[src/rtl/pbrf_pkg.sv]
package pbrf_pkg;

    localparam int LEN_W  = 7;
    localparam int DATA_W = 8;

    typedef enum logic [1:0] {
        OP_PUT   = 2'd0,
        OP_GET   = 2'd1,
        OP_CLEAR = 2'd2,
        OP_NOP   = 2'd3
    } op_t;

    typedef enum logic [1:0] {
        ST_OK       = 2'd0,
        ST_NO_SPACE = 2'd1,
        ST_NO_DATA  = 2'd2
    } status_t;

    typedef enum logic [2:0] {
        KIND_PUT,
        KIND_PUT_FIRST,
        KIND_GET,
        KIND_GET_FAIL,
        KIND_CLEAR,
        KIND_NOP
    } kind_t;

    typedef enum logic {
        BK_IDLE,
        BK_GET
    } back_state_t;

    typedef struct packed {
        op_t               op;
        logic [LEN_W-1:0]  packet_len;
        logic              first_byte;
        logic [DATA_W-1:0] data_in;
    } pbrf_in_t;

    typedef struct packed {
        status_t           status;
        logic              data_valid;
        logic [DATA_W-1:0] data_out;
        logic              last_of_run;
        logic [LEN_W-1:0]  free_count;
        logic [LEN_W-1:0]  fill_count;
    } pbrf_out_t;

    typedef struct packed {
        kind_t             kind;
        logic [LEN_W-1:0]  len;
        logic [DATA_W-1:0] data;
    } qent_t;

    typedef struct packed {
        logic  valid;
        qent_t entry;
    } qhead_t;

endpackage

[src/rtl/pbrf_ram.sv]
module pbrf_ram #(
    parameter int WIDTH = 8,
    parameter int DEPTH = 64
) (
    input  logic                     clk,
    input  logic                     we,
    input  logic [$clog2(DEPTH)-1:0] waddr,
    input  logic [WIDTH-1:0]         wdata,
    input  logic                     re,
    input  logic [$clog2(DEPTH)-1:0] raddr,
    output logic [WIDTH-1:0]         rdata
);

    logic [WIDTH-1:0] mem [DEPTH];

    always_ff @(posedge clk)
    begin
        if (we)
        begin
            mem[waddr] <= wdata;
        end
        if (re)
        begin
            rdata <= mem[raddr];
        end
    end

endmodule

[src/rtl/pbrf_front.sv]
module pbrf_front
    import pbrf_pkg::*;
#(
    parameter int DEPTH = 64
) (
    input  logic     clk,
    input  logic     rst_n,
    input  logic     start,
    input  pbrf_in_t cmd,
    output logic     busy,
    input  logic     pop,
    output qhead_t   head
);

    qent_t       entry_reg [2];
    logic        wr_ptr_reg;
    logic        wr_ptr_next;
    logic        rd_ptr_reg;
    logic        rd_ptr_next;
    logic [1:0]  count_reg;
    logic [1:0]  count_next;
    logic        push;
    qent_t       cls;

    // classify the incoming word
    always_comb
    begin
        cls.len  = cmd.packet_len;
        cls.data = cmd.data_in;
        case (cmd.op)
            OP_PUT:
            begin
                cls.kind = cmd.first_byte ? KIND_PUT_FIRST : KIND_PUT;
            end
            OP_GET:
            begin
                if (cmd.packet_len == '0)
                begin
                    cls.kind = KIND_NOP;
                end
                else if (cmd.packet_len > LEN_W'(DEPTH))
                begin
                    cls.kind = KIND_GET_FAIL;
                end
                else
                begin
                    cls.kind = KIND_GET;
                end
            end
            OP_CLEAR:
            begin
                cls.kind = KIND_CLEAR;
            end
            default:
            begin
                cls.kind = KIND_NOP;
            end
        endcase
    end

    assign busy        = count_reg[1];
    assign push        = start && !busy;
    assign wr_ptr_next = push ? !wr_ptr_reg : wr_ptr_reg;
    assign rd_ptr_next = pop ? !rd_ptr_reg : rd_ptr_reg;

    always_comb
    begin
        count_next = count_reg;
        if (push && !pop)
        begin
            count_next = count_reg + 2'd1;
        end
        else if (pop && !push)
        begin
            count_next = count_reg - 2'd1;
        end
    end

    always_ff @(posedge clk or negedge rst_n)
    begin
        if (!rst_n)
        begin
            wr_ptr_reg <= 1'b0;
            rd_ptr_reg <= 1'b0;
            count_reg  <= 2'd0;
        end
        else
        begin
            wr_ptr_reg <= wr_ptr_next;
            rd_ptr_reg <= rd_ptr_next;
            count_reg  <= count_next;
        end
    end

    always_ff @(posedge clk)
    begin
        if (push)
        begin
            entry_reg[wr_ptr_reg] <= cls;
        end
    end

    assign head.valid = count_reg != 2'd0;
    assign head.entry = entry_reg[rd_ptr_reg];

    a_pop_nonempty: assert property (@(posedge clk) disable iff (!rst_n)
        (count_reg == 2'd0) |-> !pop)
        else $error("pop from empty queue");

endmodule

[src/rtl/pbrf_back.sv]
module pbrf_back
    import pbrf_pkg::*;
#(
    parameter int DEPTH = 64
) (
    input  logic      clk,
    input  logic      rst_n,
    input  qhead_t    head,
    output logic      pop,
    output logic      strobe,
    output pbrf_out_t result
);

    localparam int PTR_W = $clog2(DEPTH);
    localparam int CNT_W = PTR_W + 1;

    back_state_t       state_reg;
    back_state_t       state_next;
    logic [PTR_W-1:0]  wp_reg;
    logic [PTR_W-1:0]  wp_next;
    logic [PTR_W-1:0]  rp_reg;
    logic [PTR_W-1:0]  rp_next;
    logic              lap_reg;
    logic              lap_next;
    logic              acc_reg;
    logic              acc_next;
    logic [LEN_W-1:0]  rem_reg;
    logic [LEN_W-1:0]  rem_next;
    logic [LEN_W-1:0]  cnt_reg;
    logic [LEN_W-1:0]  cnt_next;
    logic              res_valid_reg;
    logic              res_valid_next;
    status_t           res_status_reg;
    status_t           res_status_next;
    logic              res_dv_reg;
    logic              res_dv_next;
    logic              res_last_reg;
    logic              res_last_next;

    logic [PTR_W-1:0]  wp_inc;
    logic [PTR_W-1:0]  rp_inc;
    logic [PTR_W-1:0]  free_diff;
    logic [PTR_W-1:0]  fill_diff;
    logic              ptr_eq;
    logic [CNT_W-1:0]  free_cnt;
    logic [CNT_W-1:0]  fill_cnt;
    logic [LEN_W-1:0]  free_len;
    logic [LEN_W-1:0]  fill_len;
    logic [LEN_W-1:0]  rem_eff;
    logic              acc_eff;
    logic              get_ok;
    logic              we;
    logic              re;
    logic [DATA_W-1:0] rdata;

    assign wp_inc    = wp_reg + 1'b1;
    assign rp_inc    = rp_reg + 1'b1;
    assign free_diff = rp_reg - wp_reg;
    assign fill_diff = wp_reg - rp_reg;
    assign ptr_eq    = wp_reg == rp_reg;
    assign free_cnt  = (ptr_eq && !lap_reg) ? CNT_W'(DEPTH) : {1'b0, free_diff};
    assign fill_cnt  = (ptr_eq && lap_reg) ? CNT_W'(DEPTH) : {1'b0, fill_diff};
    assign free_len  = LEN_W'(free_cnt);
    assign fill_len  = LEN_W'(fill_cnt);
    assign get_ok    = head.entry.len <= fill_len;

    pbrf_ram #(
        .WIDTH (DATA_W),
        .DEPTH (DEPTH)
    ) u_ram (
        .clk   (clk),
        .we    (we),
        .waddr (wp_reg),
        .wdata (head.entry.data),
        .re    (re),
        .raddr (rp_reg),
        .rdata (rdata)
    );

    always_comb
    begin
        state_next = state_reg;
        case (state_reg)
            BK_IDLE:
            begin
                if (head.valid && head.entry.kind == KIND_GET && get_ok
                    && head.entry.len != LEN_W'(1))
                begin
                    state_next = BK_GET;
                end
            end
            BK_GET:
            begin
                if (cnt_reg == LEN_W'(1))
                begin
                    state_next = BK_IDLE;
                end
            end
            default:
            begin
                state_next = BK_IDLE;
            end
        endcase
    end

    always_comb
    begin
        pop             = 1'b0;
        we              = 1'b0;
        re              = 1'b0;
        wp_next         = wp_reg;
        rp_next         = rp_reg;
        lap_next        = lap_reg;
        acc_next        = acc_reg;
        rem_next        = rem_reg;
        cnt_next        = cnt_reg;
        rem_eff         = rem_reg;
        acc_eff         = acc_reg;
        res_valid_next  = 1'b0;
        res_status_next = ST_OK;
        res_dv_next     = 1'b0;
        res_last_next   = 1'b1;
        case (state_reg)
            BK_IDLE:
            begin
                if (head.valid)
                begin
                    pop            = 1'b1;
                    res_valid_next = 1'b1;
                    case (head.entry.kind)
                        KIND_PUT, KIND_PUT_FIRST:
                        begin
                            if (head.entry.kind == KIND_PUT_FIRST)
                            begin
                                rem_eff = head.entry.len;
                                acc_eff = free_len >= head.entry.len;
                            end
                            acc_next = acc_eff;
                            if (rem_eff == '0)
                            begin
                                rem_next        = '0;
                                res_status_next = (head.entry.kind == KIND_PUT_FIRST && acc_eff)
                                                  ? ST_OK : ST_NO_SPACE;
                            end
                            else
                            begin
                                rem_next = rem_eff - 1'b1;
                                if (acc_eff && free_cnt != '0)
                                begin
                                    we      = 1'b1;
                                    wp_next = wp_inc;
                                    if (wp_inc == '0)
                                    begin
                                        lap_next = 1'b1;
                                    end
                                end
                                else
                                begin
                                    res_status_next = ST_NO_SPACE;
                                end
                            end
                        end
                        KIND_GET:
                        begin
                            if (!get_ok)
                            begin
                                res_status_next = ST_NO_DATA;
                            end
                            else
                            begin
                                re            = 1'b1;
                                rp_next       = rp_inc;
                                res_dv_next   = 1'b1;
                                res_last_next = head.entry.len == LEN_W'(1);
                                cnt_next      = head.entry.len - 1'b1;
                                if (rp_inc == '0)
                                begin
                                    lap_next = 1'b0;
                                end
                            end
                        end
                        KIND_GET_FAIL:
                        begin
                            res_status_next = ST_NO_DATA;
                        end
                        KIND_CLEAR:
                        begin
                            wp_next  = '0;
                            rp_next  = '0;
                            lap_next = 1'b0;
                            acc_next = 1'b0;
                            rem_next = '0;
                        end
                        default:
                        begin
                        end
                    endcase
                end
            end
            BK_GET:
            begin
                re             = 1'b1;
                rp_next        = rp_inc;
                res_valid_next = 1'b1;
                res_dv_next    = 1'b1;
                res_last_next  = cnt_reg == LEN_W'(1);
                cnt_next       = cnt_reg - 1'b1;
                if (rp_inc == '0)
                begin
                    lap_next = 1'b0;
                end
            end
            default:
            begin
            end
        endcase
    end

    always_ff @(posedge clk or negedge rst_n)
    begin
        if (!rst_n)
        begin
            state_reg     <= BK_IDLE;
            wp_reg        <= '0;
            rp_reg        <= '0;
            lap_reg       <= 1'b0;
            acc_reg       <= 1'b0;
            rem_reg       <= '0;
            cnt_reg       <= '0;
            res_valid_reg <= 1'b0;
        end
        else
        begin
            state_reg     <= state_next;
            wp_reg        <= wp_next;
            rp_reg        <= rp_next;
            lap_reg       <= lap_next;
            acc_reg       <= acc_next;
            rem_reg       <= rem_next;
            cnt_reg       <= cnt_next;
            res_valid_reg <= res_valid_next;
        end
    end

    always_ff @(posedge clk)
    begin
        res_status_reg <= res_status_next;
        res_dv_reg     <= res_dv_next;
        res_last_reg   <= res_last_next;
    end

    assign strobe             = res_valid_reg;
    assign result.status      = res_status_reg;
    assign result.data_valid  = res_dv_reg;
    assign result.data_out    = res_dv_reg ? rdata : '0;
    assign result.last_of_run = res_last_reg;
    assign result.free_count  = LEN_W'(free_cnt);
    assign result.fill_count  = LEN_W'(fill_cnt);

    a_count_sum: assert property (@(posedge clk) disable iff (!rst_n)
        ({1'b0, free_cnt} + {1'b0, fill_cnt}) == (CNT_W + 1)'(DEPTH))
        else $error("free and fill counts disagree");

    a_get_stream: assert property (@(posedge clk) disable iff (!rst_n)
        (state_reg == BK_GET) |-> (cnt_reg != '0 && fill_len >= cnt_reg && !pop))
        else $error("get stream overruns stored bytes");

    a_data_ok: assert property (@(posedge clk) disable iff (!rst_n)
        (strobe && result.data_valid) |-> (result.status == ST_OK))
        else $error("read byte with error status");

endmodule

[src/rtl/packet_byte_ring_fifo.sv]
// With the back idle, a word is held in a command queue entry and then in the result registers
// before its first result is on the result port.
// Put, clear and no-op words: one result each, sustained one word per cycle.
// Get of n stored bytes: n results, one ring store read per cycle;
// the 2-entry command queue takes up to two more words while the get streams, then holds busy.
// Reset clears pointers, lap flag, open packet and queue; store contents stay undefined.
module packet_byte_ring_fifo
    import pbrf_pkg::*;
#(
    parameter int DEPTH = 64
) (
    input  logic      clk,
    input  logic      rst_n,
    input  logic      start,
    input  pbrf_in_t  cmd,
    output logic      busy,
    output logic      strobe,
    output pbrf_out_t result
);

    qhead_t head;
    logic   pop;

    pbrf_front #(
        .DEPTH (DEPTH)
    ) u_front (
        .clk   (clk),
        .rst_n (rst_n),
        .start (start),
        .cmd   (cmd),
        .busy  (busy),
        .pop   (pop),
        .head  (head)
    );

    pbrf_back #(
        .DEPTH (DEPTH)
    ) u_back (
        .clk    (clk),
        .rst_n  (rst_n),
        .head   (head),
        .pop    (pop),
        .strobe (strobe),
        .result (result)
    );

endmodule

[config.mk]
export PLATFORM = sky130hd
export DESIGN_NAME = packet_byte_ring_fifo
export DESIGN_NICKNAME = d
export VERILOG_FILES = /design/src/rtl/pbrf_pkg.sv /design/src/rtl/pbrf_ram.sv /design/src/rtl/pbrf_front.sv /design/src/rtl/pbrf_back.sv /design/src/rtl/packet_byte_ring_fifo.sv
export SDC_FILE = /design/constraint.sdc
export NUM_CORES = 1
export LEC_CHECK = 0
export BUFFER_PORTS_ARGS = -buffer_cell sky130_fd_sc_hd__buf_2
export CAP_MARGIN = 5
export CORE_ASPECT_RATIO = 1.5
export CORE_MARGIN = 3
export CORE_UTILIZATION = 25
export CTS_CLUSTER_DIAMETER = 150
export DETAILED_ROUTE_END_ITERATION = 12
export PLACE_DENSITY = 0.51
export SYNTH_ARGS = -nofsm -noshare
export SYNTH_HDL_FRONTEND = slang
export SYNTH_SLANG_ARGS = --single-unit
[constraint.sdc]
create_clock -name clk -period 5.35 [get_ports clk]
set_input_delay 0.8025 -clock clk [delete_from_list [all_inputs] [get_ports clk]]
set_output_delay 0.8025 -clock clk [all_outputs]
set_load 0.005 [all_outputs]
======== After elaboration in Yosys (flattened, before gate mapping) ========
Memories as Yosys holds them, arrays and structs flattened. A register that Yosys moved wholly into a read port is not among the register bits.
Index checks and enable logic that the tools add are counted.
word-level totals
  memories kept ........................... 2
  output and inout port bits .............. 28
  memory bits (writable) .................. 548
  input bits .............................. 21
  flip-flop bits (word level) ............. 38
cells by class
  eq/ne operators ......................... 21
  muxes and demuxes ....................... 67
  reductions and logical operators ........ 33
  add/subtract/negate cells ............... 9
  $lt $le $gt $ge ......................... 3
  bitwise logic cells ..................... 2
memory list
  name               words  bits a word  rd ports  clocked after Yosys merged registers in  write ports  line              RTL
  u_back.u_ram.mem   64     8            1         1                                        1            pbrf_ram.sv:14    logic [WIDTH-1:0] mem [DEPTH];
  u_front.entry_reg  2      18           1         0                                        1            pbrf_front.sv:15  qent_t entry_reg [2];
operators by type and width
  kind                   count
  $mux W7                10
  $pmux W6 S2            3
  $mux W1                33
  $pmux W7 S2            2
  $mux W6                4
  $sub A7 B1 Y7 const B  3
  $eq A7 B1 Y1 const B   2
  $logic_not A7 Y1       2
  $add A6 B1 Y6 const B  2
  $logic_not A6 Y1       2
  $ne A3 B2 Y1 const B   4
  $pmux W1 S2            6
  $sub A6 B6 Y6          2
  $logic_and A1 B1 Y1    10
  $pmux W3 S3            1
  $reduce_and A3 Y1      3
  $mux W2                4
  $mux W8                1
  $ne A2 B1 Y1 const B   4
  $ge A7 B7 Y1           1
  $gt A7 B7 Y1 const B   1
  $le A7 B7 Y1           1
  $ne A7 B1 Y1 const B   1
  $reduce_bool A7 Y1     1
  other kinds (22)       32

======== Depth between registers and ports, before layout ========
Gate-level depths: netlist (run 1).
  depth in word-level cells ............... 16
  gate-level depth with buffers ........... 20
  mapped depth without buffers ............ 16

======== By module ========
Synthesis (run 1) repeated with hierarchy kept, for this count alone.
second synthesis, totals
  cells, all modules ...................... 1400
  area total of the unflattened synthesis .. 24968.9 µm²
modules (own cells, without submodules)
  module      cells each  instances  area an instance (µm²)
  pbrf_ram    940         1          20246.9
  pbrf_back   379         1          3173.0
  pbrf_front  81          1          1549.0

======== Worst setup path before layout (run 1) ========
OpenSTA, ideal clock, no wires.
  kind .................................... flip-flop to flip-flop
  from .................................... register u_back.wp_reg[3]
  to ...................................... memory u_back.u_ram.mem[61][0] (enable)
  setup slack ............................. 689 ps
  arrival time ............................ 4267 ps
  required time ........................... 4955 ps
  clock period less this slack ............ 4661 ps
  path buffers ............................ 3
  cell stages (with the launch flop) ...... 17
  library setup time ...................... 395 ps
  cells stage by stage .................... dfrtp_1 clkbuf_1 inv_1 ha_1 buf_2 nand4_1 nor3_1 nor2_1 ha_1 o21a_1 o2111ai_1 o21ai_0 o21ai_0 a21oi_1 nand2_1 buf_2 nor4_1
RTL lines
  what                    line              RTL
  start, declared         pbrf_back.sv:19   logic [PTR_W-1:0] wp_reg;
  start signal, assigned  pbrf_back.sv:235  wp_reg <= wp_next;
  end, declared           pbrf_ram.sv:14

======== Worst setup path after layout (run 1) ========
  from .................................... register u_back.wp_reg[2]
  to ...................................... memory u_back.u_ram.mem[4][5] (enable)
on the way
  word-level cells in the longest chain between the ends .. 16
  elaborated cells between the ends (all ways) .. 18
ends and longest elaborated chain
  what
  branches (longest 16 deep; another with $ge A7 B7 Y1)
Parallel ways; which one is timed is not known. The select of a mux whose other input is x is not followed.

==> results of run 1 <==
==> synth_stat cells (all sizes together), types with 2 or more instances <==
cell,number
edfxtp,556
mux4,168
nor2,79
inv,42
nand2,37
dfrtp,34
buf,33
ha,33
clkbuf,30
o21ai,27
nand3,21
nor3,19
mux2i,18
xnor2,18
a21oi,16
mux2,13
a21o,11
and2,11
nor4,11
or3,11
xor2,11
nand4,10
nand2b,8
a31oi,6
o221ai,6
a22o,5
nor2b,5
o31ai,5
a211oi,4
dfxtp,4
nor3b,3
o32ai,3
or2,3
and3,2
fa,2
o211ai,2
o21a,2
o22ai,2
or4,2
==> kinds of logic after synthesis <==
family	count (synthesis)
flops	594
simple gates	225
mux	199
buf+inv	105
compound gates	102
fa+ha+maj	35
xor+xnor	29
==> worst max path at each step <==
| stage | startpoint | to | cells after the start |
|---|---|---|---|
| floorplan | u_back.wp_reg[3] | u_back.u_ram.mem[61][0] | 16 |
| detailed placement | u_back.wp_reg[2] | u_back.u_ram.mem[8][6] | 15 |
| global placement | u_back.wp_reg[2] | u_back.u_ram.mem[0][3] | 15 |
| global route | u_back.wp_reg[2] | u_back.u_ram.mem[4][7] | 17 |
| finish | u_back.wp_reg[2] | u_back.u_ram.mem[4][5] | 17 |
| CTS | u_back.wp_reg[2] | u_back.u_ram.mem[24][5] | 15 |
==> critical path, stage by stage (launching register included) <==
cell and delay, ns:
dfrtp_1 0.51, inv_1 0.14, ha_2 0.48, nand4_1 0.16, buf_4 0.19, a21oi_1 0.11
nor3_1 0.05, a21oi_1 0.23, inv_1 0.09, ha_1 0.30, o2111ai_1 0.10, o21ai_0 0.26
o21ai_0 0.13, a21oi_1 0.25, buf_4 0.24, nand4_1 0.32, buf_4 0.30, nor2_1 0.73
==> report_power, final <==
part           internal [W]  switching [W]  total [W]
clock               0.00206        0.00174    0.00380
sequential          0.00577       0.000190    0.00596
combinational       0.00210        0.00294    0.00504
total               0.00993        0.00487     0.0148
==> area by class of cell <==
| class | instances | area [um2] | area share |
|---|---|---|---|
| repair buffers | 98 | 640.6 | 0.02254 |
| flip-flops and latches | 594 | 17630 | 0.6203 |
| clock buffers | 60 | 1374 | 0.04833 |
| well taps | 1278 | 1599 | 0.05625 |
| inverters | 42 | 157.7 | 0.005546 |
| clock inverters | 37 | 331.6 | 0.01166 |
| multi-input cells | 590 | 6678 | 0.2349 |
| diodes | 5 | 12.51 | 0.0004401 |
==> per-layer routing <==
layer | global-route usage | wire length [um] | vias up
met4 | 0.05265 | 2451 | 6
met2 | 0.2305 | 34890 | 321
met3 | 0.02125 | 2601 | 106
li1 | - | - | 5428
met5 | 0 | 41 | -
met1 | 0.1319 | 22770 | 6515
==> metrics by stage <==
step / cells / setup slack [ns] / total power [W]
2_1_floorplan: 1289 / 0.6888 / 0.009330
3_3_place_gp: 2601 / 0.3431 / 0.01120
3_5_place_dp: 2602 / 0.1633 / 0.01124
4_1_cts: 2699 / 0.1373 / 0.01506
5_1_grt: 2700 / 0.01770 / 0.01554
6_report: 2704 / 0.3845 / 0.01480
==> timing repair <==
item	in CTS	in global routing
resized for setup	0	16
hold buffers	0	0
setup endpoints to repair	0	325
setup buffers	0	0
==> flow_summary.toml, run 1 <==
[synthesis]
ys_seq_area_frac = 0.7127
yosys.area_share.simple = 0.04432
synth-async-reset-ratio = 0.05724
synth_flop_cell = "edfxtp_1"
ys_types = 64
synth_top_cell_area_share = 0.6751
synth-seq-cells = 594
synthXorXnorAreaFrac = 0.01057
netlist_top_cells_area = "edfxtp_1, mux4_2, dfrtp_1, ha_1, nor2_1"
syn_area_mm2 = 0.02473
syn_inst = 1289
synth_edf_count = 556
yosys_warnings = 0
syn_area_per_cell_um2 = 19.19
synth_top_family_by_area = "multiplexers"
synthAdderAreaFrac = 0.01831
syn-num-nets = 1345
muxShareOfSynthArea = 0.1662
synth_compound_area_frac = 0.02767
yosys.area.top_type = "edfxtp_1"

[setup_path]
rr_startpoint = "u_back.wp_reg[2]"
cp.arrival_ns = 5.22
r2r_setup_slack_ns = 0.38
reg2reg_depth = 17
cp_max_fo = 11
worstSetupStartpointType = "flop"
cp-end-kind = "flop"
r2r_end = "u_back.u_ram.mem[4][5]"
path_class = "reg -> reg"
required_ns = 5.60

[grt]
overflow = 0
grt_max_degree = 86
track_usage = 0.1215
antenna_found_initial = 6
grt_pass1_wl_um = 92400
first_global_vias = 13270

[cells_and_area]
final_nets = 1436
final_layout_size_suffix_gt1_frac = 0.2688
layout.cells.most_common = "edfxtp_1"
fillers = 9527
final_cell_mix = "edfxtp_1, mux4_2, nor2_1"
largest_reg_flops = 512
utilization = 0.2914
design_area_mm2 = 0.02843
syn2layout_area_growth_pct = 14.95

[routing]
route.detailed.drc = 0
finalWirelength_um = 62750
firstDrtPassIters = 5
ant_nets = 0
num_vias = 12380
via_per_inst = 4.577
drt_iter0_markers = 837
wl_per_cell_um = 23.21

[floorplan]
core_area_mm2 = 0.09757
ios = 49
die_width_um = 262.8
fp.dieH_um = 391.2
die_area_mm2 = 0.1028
placementRows = 140
start_util = 0.2535

[sta]
hold_viol = 0
min_period_ns = 4.965
setup_viol = 0
worstMarginPinSlew_ns = 1.106
slew_viol_final = 0
setup_tns_ns = 0
fin_crit_sh = 0.9281
relSlewSlack = 0.2571
holdWs_ns = 0.3270
rsz0062_at_grt = "no"
skew_ns = 0.03932
fmax_ghz = 0.2014

[run_status]
outcome = "complete, no violations"

[power_and_ir_drop]
ir_drop_mv = 0.3842
p_leak_nw = 9.106
power.density_mw_per_mm2 = 520.5

[place]
place_area_mm2 = 0.02667
dp_hpwl_um = 42110
io_buffer_count = 48
finalWeightedCongestion = 0.8107

[clocking]
cts_root_buffer = "clkbuf_16"
cts.sinks = 594
path_clk_slew_ns = 0.07
cts_tree = "built"
htreeDepth = 2
clk_latency_ns = 0.64
cts_buffers = 54
clk_path_buf_depth = 3

[job]
max_cap_viol_count = 0

[hold_path]
hold_class = "in -> async"
Power figures use the tool's default switching activity.
==> inputs of run 2 (changes only) <==
- BUFFER_PORTS_ARGS: -buffer_cell sky130_fd_sc_hd__buf_2 -> -buffer_cell sky130_fd_sc_hd__buf_4
==> run 2 against run 1 <==
Net effect: sequential share of layout area decreased by 0.73 points; die area unchanged; routed wire length decreased by 0.77%; via count decreased by 1.1%; combinational power increased by 2%; count of clock-buffer cells in the layout increased by 5.
==> flow_summary.toml, run 2 (synthesis gave the netlist of run 1 again) <==
[cells_and_area]
largest_reg_flops = 512
design_area_mm2 = 0.02876
layout.cells.most_common = "edfxtp_1"
antenna_cells = 0
syn2layout_area_growth_pct = 16.31
final_layout_size_suffix_gt1_frac = 0.2741
final_nets = 1440
final_cell_mix = "edfxtp_1, mux4_2, buf_4"

[clocking]
clk_latency_ns = 0.62
cts_buffers = 54
htreeDepth = 2
cts_root_buffer = "clkbuf_16"
path_clk_slew_ns = 0.07
clk_path_buf_depth = 3
cts_tree = "built"
postCtsSetupBuffers = 0
cts.sinks = 594

[grt]
track_usage = 0.1205
overflow = 0
first_global_vias = 13180
grt_pass1_wl_um = 91760
grt_max_degree = 131
antenna_found_initial = 1

[sta]
fin_crit_sh = 0.9531
slew_viol_final = 0
setup_viol = 0
hold_viol = 0
worst_slack_ns = 0.2511
setup_tns_ns = 0
rsz0062_at_grt = "yes"
worstMarginPinSlew_ns = 1.101
holdWs_ns = 0.1461
min_period_ns = 5.099
fmax_ghz = 0.1961
skew_ns = 0.02818
relSlewSlack = 0.2605

[routing]
finalWirelength_um = 62270
route.detailed.drc = 0
via_per_inst = 4.522
num_vias = 12250
firstDrtPassIters = 5
drt_iter0_markers = 824
wl_per_cell_um = 22.99
ant_nets = 0

[setup_path]
r2r_setup_slack_ns = 0.25
path_class = "reg -> reg"
worstSetupStartpointType = "flop"
cp_max_fo = 11
required_ns = 5.58
cp.arrival_ns = 5.33
cp-end-kind = "flop"

[hold_path]
hold_class = "in -> async"

[floorplan]
core_area_mm2 = 0.09757
ios = 49
start_util = 0.2535
fp.dieH_um = 391.2
die_width_um = 262.8
die_area_mm2 = 0.1028
placementRows = 140

[power_and_ir_drop]
switchingPower_w = 0.004884
clkPwrFrac = 0.273
p_leak_nw = 9.254
p_int_w = 0.01037
share_seq_of_total_power = 0.391
power_frac_comb = 0.336
ir_drop_mv = 0.3417
swShare = 0.3201
power.density_mw_per_mm2 = 530.3

[place]
place_area_mm2 = 0.02680
finalWeightedCongestion = 0.8060
dp_slack_ns = 0.1750
io_buffer_count = 48
dp_hpwl_um = 41880

[run_status]
outcome = "complete, no violations"

[job]
max_cap_viol_count = 0
[run 2: power groups by stage]
stage	Combinational (W)	Clock [W]	Sequential [W]
finish	0.00513	0.00417	0.00596
global route	0.00556	0.00446	0.00598
CTS	0.00529	0.00429	0.00596
detailed placement	0.00526	0	0.00606
global placement	0.00523	0	0.00606
floorplan	0.00338	0	0.00595
[run 2: cell type report]
type	count	area (um2)
multi-input combinational	590	6676
timing repair buffer	102	778.2
tap	1278	1599
clock inverter	37	484.2
clock buffer	65	1434
inverter	42	157.7
fill	9461	68800
sequential	594	17630
[run 2: timing repair]
item                       4_1_cts  5_1_grt
gates resized for setup          0       10
hold buffers                     0        0
setup endpoints to repair        0      107
[run 2: layer usage]
metal,vias up,global-route usage,part of all wire
li1,5424,-,-
met1,6408,0.1333,0.37
met2,309,0.2285,0.55
met3,104,0.01704,0.037
met4,0,0.05215,0.044
met5,-,0,0
[run 2: worst max-delay path, cell delays in order (launching register included)]
cell,delay [ns]
dfrtp_4,0.50
inv_1,0.07
ha_1,0.21
inv_1,0.07
fa_1,0.43
a21o_1,0.21
a21oi_1,0.17
xor2_1,0.22
nor2_1,0.09
ha_1,0.31
o2111ai_1,0.11
o21ai_0,0.25
o21ai_0,0.12
a21oi_1,0.25
buf_4,0.23
nand4_1,0.49
buf_4,0.39
nor2_1,0.57
[run 2: final timing paths]
check	from	to	depth (start not counted)
max	u_back.rp_reg[0]	u_back.u_ram.mem[24][3]	17
min in group clk	cmd[0]	u_front.entry_reg[0][0]	1
min	rst_n	u_back.cnt_reg[5]	1
max in group asynchronous	rst_n	u_back.rp_reg[1]	1
min reg2reg	u_front.wr_ptr_reg	u_front.wr_ptr_reg	1
max reg2reg	u_back.rp_reg[0]	u_back.u_ram.mem[24][3]	17
[run 2: stage by stage]
step | utilization | total power (W) | cells
after floorplan | - | 0.009330 | 1289
after global placement | 0.2747 | 0.01128 | 2605
after detailed placement | 0.2747 | 0.01133 | 2605
after CTS | 0.2944 | 0.01554 | 2707
after global routing | 0.2948 | 0.01600 | 2708
final | 0.2948 | 0.01525 | 2708
==> inputs of run 3 (changes only) <==
- CTS_BUF_LIST: not set -> sky130_fd_sc_hd__clkbuf_8
==> run 3 against run 2 <==
Net effect: register-to-register slack improved by 0.08 ns; die area stayed put; combinational power barely moved; first-iteration DRC count is 17% higher; sequential power is essentially flat; non-clock buffer count unchanged; cell count increased by 1.9%; clock power down 11%; count of clock-buffer cells in the layout grew 28; global-route usage is 0.33 points higher; highest routed layer unchanged.
==> flow_summary.toml, run 3 (synthesis gave the netlist of run 1 again) <==
[power_and_ir_drop]
p_leak_nw = 9.246
power.density_mw_per_mm2 = 517.7
ir_drop_mv = 0.3492

[setup_path]
worstSetupStartpointType = "flop"
cp_max_fo = 11
cp.arrival_ns = 5.35
r2r_end = "u_back.u_ram.mem[2][0]"
startpoint = "u_back.rp_reg[0]"
path_class = "reg -> reg"
r2r_setup_slack_ns = 0.33
setup.worst_path.end = "u_back.u_ram.mem[2][0]"
rr_startpoint = "u_back.rp_reg[0]"
cp-end-kind = "flop"
reg2reg_depth = 17
required_ns = 5.68

[floorplan]
die_width_um = 262.8
die_area_mm2 = 0.1028
core_area_mm2 = 0.09757
placementRows = 140
fp.dieH_um = 391.2
ios = 49
start_util = 0.2535

[grt]
grt_max_degree = 131
antenna_found_initial = 1
met1_usage = 0.1342
grt_most_used_layer = "met2"
overflow = 0
first_global_vias = 13640
track_usage = 0.1238
grt_use_met3 = 0.02138
use_met2 = 0.2408
grt_pass1_wl_um = 93850

[cells_and_area]
fillers = 9532
final_layout_size_suffix_gt1_frac = 0.2905
syn2layout_area_growth_pct = 15.60
layout.cells.most_common = "edfxtp_1"
design_area_mm2 = 0.02859
final_cell_mix = "edfxtp_1, mux4_2, buf_4"
final_nets = 1472
largest_reg_flops = 512

[place]
place_area_mm2 = 0.02680
finalWeightedCongestion = 0.8060
dp_hpwl_um = 41880
io_buffer_count = 48

[sta]
skew_ns = 0.04108
fin_crit_sh = 0.9380
hold_viol = 0
fmax_ghz = 0.1993
relSlewSlack = 0.2600
setup_tns_ns = 0
min_period_ns = 5.018
slew_viol_final = 0
rsz0062_at_grt = "no"
setup_viol = 0
worstMarginPinSlew_ns = 1.102

[routing]
finalWirelength_um = 63380
route.detailed.drc = 0
firstDrtPassIters = 5
via_per_inst = 4.539
wl_per_cell_um = 22.96
num_vias = 12530
drt_iter0_markers = 960
ant_nets = 0

[clocking]
cts_root_buffer = "clkbuf_8"
postCtsSetupBuffers = 0
clk_latency_ns = 0.72
htreeDepth = 3
cts_buffers = 86
cts_tree = "built"
clk_path_buf_depth = 3
path_clk_slew_ns = 0.07
cts.sinks = 594

[run_status]
outcome = "complete, no violations"

[job]
max_cap_viol_count = 0

[hold_path]
hold_class = "in -> async"
-- run 3: final cells by class --
type	instances	area, um2	area share
antenna	2	5.005	0.0001751
clock buffer	93	1280	0.04477
clock inverter	59	451.7	0.01580
inverter	42	157.7	0.005514
multi-input combinational	590	6684	0.2338
sequential	594	17630	0.6168
tap	1278	1599	0.05593
timing repair buffer	102	778.2	0.02722
-- run 3: critical path, cell delays in order, from the launching register on --
cell,delay (ns)
dfrtp_4,0.51
inv_1,0.07
ha_1,0.21
inv_1,0.07
fa_1,0.43
a21o_1,0.21
a21oi_1,0.18
xor2_1,0.23
nor2_1,0.09
ha_1,0.31
o2111ai_1,0.11
o21ai_0,0.26
o21ai_0,0.12
a21oi_1,0.24
buf_4,0.23
nand4_1,0.55
buf_4,0.42
nor2_2,0.39
-- run 3: worst min path at each step --
stage / start / endpoint / slack (ns) / depth (start not counted)
3_5_place_dp: u_back.rem_reg[1] / u_back.rem_reg[1] / 0.48 / 2
3_3_place_gp: u_back.rem_reg[1] / u_back.rem_reg[1] / 0.48 / 2
6_report: rst_n / u_back.cnt_reg[5] / 0.05 / 1
2_1_floorplan: u_back.rem_reg[1] / u_back.rem_reg[1] / 0.44 / 2
4_1_cts: rst_n / u_back.rp_reg[0] / 0.005 / 1
5_1_grt: rst_n / u_back.cnt_reg[3] / 0.04 / 1
-- run 3: metrics by stage --
| step | power [W] | hold slack [ns] | utilization | std cells | worst slack (ns) |
|---|---|---|---|---|---|
| floorplan | 0.009330 | 0.4425 | - | 1289 | 0.6888 |
| global placement | 0.01128 | 0.4773 | 0.2747 | 2605 | 0.2882 |
| detailed placement | 0.01133 | 0.4822 | 0.2747 | 2605 | 0.1750 |
| CTS | 0.01509 | 0.004894 | 0.2925 | 2757 | 0.1218 |
| global route | 0.01558 | 0.03850 | 0.2930 | 2760 | 0.01794 |
| finish | 0.01480 | 0.04677 | 0.2930 | 2760 | 0.3316 |
-- run 3: where the power goes --
| group | internal [W] | switching [W] | leakage (nW) |
|---|---|---|---|
| clock network | 0.00191 | 0.00179 | 0.918 |
| logic | 0.00218 | 0.00296 | 2.85 |
| registers | 0.00578 | 0.000180 | 5.47 |
-- run 3: repair_timing --
item / 4_1_cts / 5_1_grt
setup endpoints to repair: 0 / 109
endpoints found under the hold margin: 0 / 0
resized for setup: 0 / 13
hold buffers: 0 / 0
-- run 3: layer usage --
| layer | vias to the layer above | share of wire | wire [um] |
|---|---|---|---|
| met5 | - | 0 | 0 |
| li1 | 5499 | - | - |
| met1 | 6583 | 0.37 | 23340 |
| met3 | 93 | 0.042 | 2664 |
| met4 | 0 | 0.023 | 1468 |
| met2 | 353 | 0.57 | 35900 |
